### config.mk
export PLATFORM = sky130hd
export DESIGN_NAME = qie_front
export DESIGN_NICKNAME = d
export VERILOG_FILES = /design/src/hw/rtl/quadtree_image_encoder_assert.svh /design/src/hw/rtl/qie_pkg.sv /design/src/hw/rtl/qie_front.sv
export SDC_FILE = /design/constraint.sdc
export NUM_CORES = 1
export LEC_CHECK = 0
export ABC_AREA = 1
export BUFFER_PORTS_ARGS = -buffer_cell sky130_fd_sc_hd__buf_2
export CAP_MARGIN = 15
export CORE_AREA = 4 4 41 43
export CTS_CLUSTER_SIZE = 24
export DETAILED_ROUTE_END_ITERATION = 6
export DIE_AREA = 0 0 45 47
export MAX_ROUTING_LAYER = met4
export SYNTH_ARGS = -nofsm -noshare
export SYNTH_HDL_FRONTEND = slang
export SYNTH_SLANG_ARGS = --single-unit
export TNS_END_PERCENT = 20
### constraint.sdc
create_clock -name clk -period 3.3 [get_ports clk]
set_clock_uncertainty 0.15 [all_clocks]
set_input_delay 0.165 -clock clk [delete_from_list [all_inputs] [get_ports clk]]
set_output_delay 0.165 -clock clk [all_outputs]
set_load 0.005 [all_outputs]
### src/hw/rtl/quadtree_image_encoder_assert.svh
// Assertion macros for the quadtree encoder sequencer RTL; they expect clk and arst_n in scope.
`ifndef QUADTREE_IMAGE_ENCODER_ASSERT_SVH
`define QUADTREE_IMAGE_ENCODER_ASSERT_SVH
// Condition that must hold on every clock edge out of reset.
`define QIE_ASSERT(lbl, expr) \
	lbl: assert property (@(posedge clk) disable iff (!arst_n) (expr)) \
		else $error("qie: invariant violated");
// Condition that must hold whenever the antecedent holds.
`define QIE_ASSERT_IMPL(lbl, ante, cons) \
	lbl: assert property (@(posedge clk) disable iff (!arst_n) (ante) |-> (cons)) \
		else $error("qie: implication violated");
`endif

### src/hw/rtl/qie_pkg.sv
// Shared types, codes and helpers for the quadtree image encoder.
`default_nettype none
package qie_pkg;
	localparam int MAX_SIDE_DEF = 64;
	localparam int REG_SIDE_LOG2 = 0;
	localparam logic [2:0] SIDE_LOG2_RESET = 3'd6;
	localparam logic [1:0] SUM_MIXED = 2'd2;

	typedef enum logic {
		CMD_LOAD  = 1'b0,
		CMD_FETCH = 1'b1
	} cmd_kind_t;

	typedef struct packed {
		cmd_kind_t kind;
		logic      pixel;
	} cmd_item_t;

	typedef enum logic [1:0] {
		TK_ZERO  = 2'd0,
		TK_ONE   = 2'd1,
		TK_OPEN  = 2'd2,
		TK_CLOSE = 2'd3
	} token_t;

	typedef enum logic [1:0] {
		PH_LOADING = 2'd0,
		PH_ENTER   = 2'd1,
		PH_CLOSE   = 2'd2,
		PH_DONE    = 2'd3
	} phase_t;

	// Start of pyramid level d in the node memory: (4^d - 1) / 3.
	function automatic int unsigned level_offset(input logic [3:0] d);
		int unsigned acc;
		acc = 0;
		for (int i = 0; i < 9; i++) begin
			if (4'(i) < d) begin
				acc = (acc << 2) + 1;
			end
		end
		return acc;
	endfunction
endpackage
`default_nettype wire

### src/hw/rtl/qie_front.sv
// Input side: takes command beats, tags their kind and queues them for the sequencer.
`default_nettype none
module qie_front (
	input  wire logic              clk,
	input  wire logic              arst_n,
	input  wire logic              s_tvalid,
	output logic                   s_tready,
	input  wire logic              s_tuser,   // [0] cmd
	input  wire logic [7:0]        s_tdata,   // [0] pixel
	output logic                   deq_valid,
	output qie_pkg::cmd_item_t     deq_item,
	input  wire logic              deq_pop
);
	localparam int QDEPTH = 2;

	qie_pkg::cmd_item_t q_mem_q [QDEPTH];
	logic               wp_q, rp_q;
	logic [1:0]         cnt_q;
	logic               push;
	qie_pkg::cmd_item_t in_item;

	assign s_tready      = (cnt_q != 2'(QDEPTH));
	assign push          = s_tvalid && s_tready;
	assign deq_valid     = (cnt_q != 2'd0);
	assign deq_item      = q_mem_q[rp_q];
	assign in_item.kind  = qie_pkg::cmd_kind_t'(s_tuser);
	assign in_item.pixel = s_tdata[0];

	always_ff @(posedge clk) begin
		if (push) begin
			q_mem_q[wp_q] <= in_item;
		end
	end

	always_ff @(posedge clk or negedge arst_n) begin
		if (!arst_n) begin
			wp_q  <= 1'b0;
			rp_q  <= 1'b0;
			cnt_q <= 2'd0;
		end else begin
			if (push) begin
				wp_q <= ~wp_q;
			end
			if (deq_pop) begin
				rp_q <= ~rp_q;
			end
			if (push && !deq_pop) begin
				cnt_q <= cnt_q + 2'd1;
			end else if (!push && deq_pop) begin
				cnt_q <= cnt_q - 2'd1;
			end
		end
	end
endmodule
`default_nettype wire

==> flow_summary.yaml <==
pwr:
  ir_drop_v: 0.000357
  leakagePower_uw: 0.000245
  p_per_area_nw_per_um2: 784
setup_path:
  crit_start: "cnt_q[0]"
  critPathTopFamily: "flip-flops"
  critical_path_arrival_ns: 1.50
  cpMaxStageDelayCell: "dfrtp_1"
  path_class: "flop to flop"
  crit_path_start_kind: "flop"
  cp_max_fo: 4
  rr_worst_depth: 9
  rrSetupSlack_ns: 1.79
  crit_buf_inv: 3
  worst_ep_required_time_ns: 3.29
  end_kind: "flop"
  critical_path.cell_chain: "inv_2 > nand2_4 > nand2_4 > inv_1 > ha_1 > inv_1 > nand3_1 > nand2_1 > nand2_1"
  max_stage_delay_ns: 0.41
  rr_endpoint: "cnt_q[1]"
  r2r_start: "cnt_q[0]"
timing:
  post-route-period-util_pct: 45.7
  fin_tns_setup_ns: 0
  final_hold_viol_count: 0
  period_needed_ns: 1.51
  fmax_mhz: 663
  maxSlewViolCount: 0
  hold_ws_ns: 0.0631
  relSlewSlack_pct: 87.4
  setup_slack_ns: 1.79
  setup_viol: 0
  tightest_slew_ns: 0.189
  rsz0062_at_grt: "false"
drt:
  drt-initial-drc-count: 2
  antenna_left: 0
  vias: 250
  drc: 0
  wire_per_inst_um: 10.2
  viasPerCell: 3.91
  drt-total-wl_um: 653
  dr.pass1.iters: 2
clocking:
  cts.repair.resized: 0
  clk_pin_slew_ns: 0.05
  clock_latency_ns: 0.25
  htree_num_levels: 1
  hold_buffers: 4
  tritoncts: "done"
  cts.sinks: 8
  post-cts-setup-buffers: 0
  clock_path_buffers: 2
  cts_buffers: 3
  root_buffer: "clkbuf_4"
hold_path:
  hold_path_class: "input port to flop"
  min_from: "s_tvalid"
  whs_endpoint: "wp_q"
  holdPathStages: 3
synth:
  ys_seq_area_share_pct: 58.7
  yosys_warnings: 0
  ys_ff_latch: 8
  synth_area_um2: 375
  synth_cell_types: 14
  avgSynthCellArea_um2: 11.7
  syn-num-nets: 46
  syn_inst: 32
placed_design:
  placed_area_um2: 439
  hpwl_um: 478
  portBuffers: 9
  pre_cts_ws_ns: 1.80
  gp_congestion: 0.694
cells_and_area:
  final_design_area_no_fill_um2: 505
  utilization_pct: 38.8
  nFillCells: 130
  areaGrowthSynthToFinish_pct: 34.7
  nets: 64
  n_antenna_cell: 0
  drive_above_1_share_pct: 36.7
  ff_latch_area_um2: 220
  multi_input_comb_area_um2: 129
run:
  cap_violations: 0
die:
  initial_core_util_pct: 28.8
  pin_count: 17
  row_count: 13
  die_x_um: 45
  die-area_um2: 2120
  core_um2: 1300
  die_y_um: 47
global_routing:
  grt_pass1_vias: 295
  overflow: 0
  antenna_found_initial: 0
  grt_pass1_wl_um: 1130
  grt_start_max_net_pins: 6
  grt_usage_pct: 8.42
status:
  outcome: "finished, final reports clean"
registers in the layout, summed over array words and instances (netlist names):
register	count
cnt_q	2
rp_q	1
q_mem_q	4
wp_q	1
synthesized netlist by cell type:
cell      count  area share (%)
nand2_1       5             5.0
xor2_1        1             2.3
xor2_2        1             4.3
inv_1         6             6.0
nand4_1       1             1.7
nand2_4       2             6.0
nor2_1        2             2.0
mux2_2        2             6.0
inv_2         1             1.0
dfrtp_1       4              27
xnor2_1       1             2.3
edfxtp_1      4              32
nand3_1       1             1.3
ha_1          1             3.3
power breakdown:
part	internal [uW]	switching [uW]
Clock	46.1	31.5
Combinational	71.8	76.9
Sequential	145	25.2
worst register-to-register path, stage by stage, from the launching register on:
cell     delay, ns
dfrtp_1       0.41
inv_2         0.10
nand2_4       0.06
nand2_4       0.08
inv_1         0.05
ha_1          0.29
inv_1         0.08
nand3_1       0.08
nand2_1       0.06
nand2_1       0.05
per-layer routing:
layer | vias up | GRT usage [%] | wire [um]
met5 | - | - | 0
met4 | 0 | 8.77 | 15
met3 | 2 | 2.30 | 32
met1 | 110 | 6.57 | 237
li1 | 131 | - | -
met2 | 7 | 15.0 | 367
metrics by stage:
| stage | power [uW] | std cells |
|---|---|---|
| 2_1_floorplan | 273 | 32 |
| 3_3_place_gp | 313 | 56 |
| 3_5_place_dp | 318 | 56 |
| 4_1_cts | 398 | 64 |
| 5_1_grt | 428 | 64 |
| 6_report | 396 | 64 |
cell type report:
type	count	share of cell area, %
multi-input cells	17	25.5
repair buffers	13	16.8
inverters	7	5.20
flip-flops and latches	8	43.6
well taps	15	3.71
clock buffers	4	5.20
how the worst max path moves through the flow:
stage / cells after the start / to
floorplan: 9 / cnt_q[1]
finish: 9 / cnt_q[1]
CTS: 9 / cnt_q[1]
detailed placement: 9 / cnt_q[1]
global route: 9 / cnt_q[1]
global placement: 9 / cnt_q[1]
kinds of logic (layout without fill, tap and decap cells):
| logic type | count (synthesis) | count (layout) | share of synthesized area, % |
|---|---|---|---|
| buffers and inverters | 7 | 24 | 7.00 |
| DFF | 8 | 8 | 58.7 |
| muxes | 2 | 2 | 6.00 |
| and+or+nand+nor | 11 | 11 | 16.0 |
| adders and majority gates | 1 | 1 | 3.33 |
| xor gates and xnor gates | 3 | 3 | 9.00 |
cell usage in the layout (no fill, tap or decap):
cell and instances:
dlygate4sd3_1 4, inv_1 6, nand4_1 1, nand2_1 5
clkbuf_4 3, nand2_4 2, xor2_1 1, inv_2 1
xnor2_1 1, nor2_1 2, edfxtp_1 4, clkbuf_1 1
buf_2 9, xor2_2 1, mux2_2 2, ha_1 1
nand3_1 1, dfrtp_1 4
(Power assumes the default switching activity.)
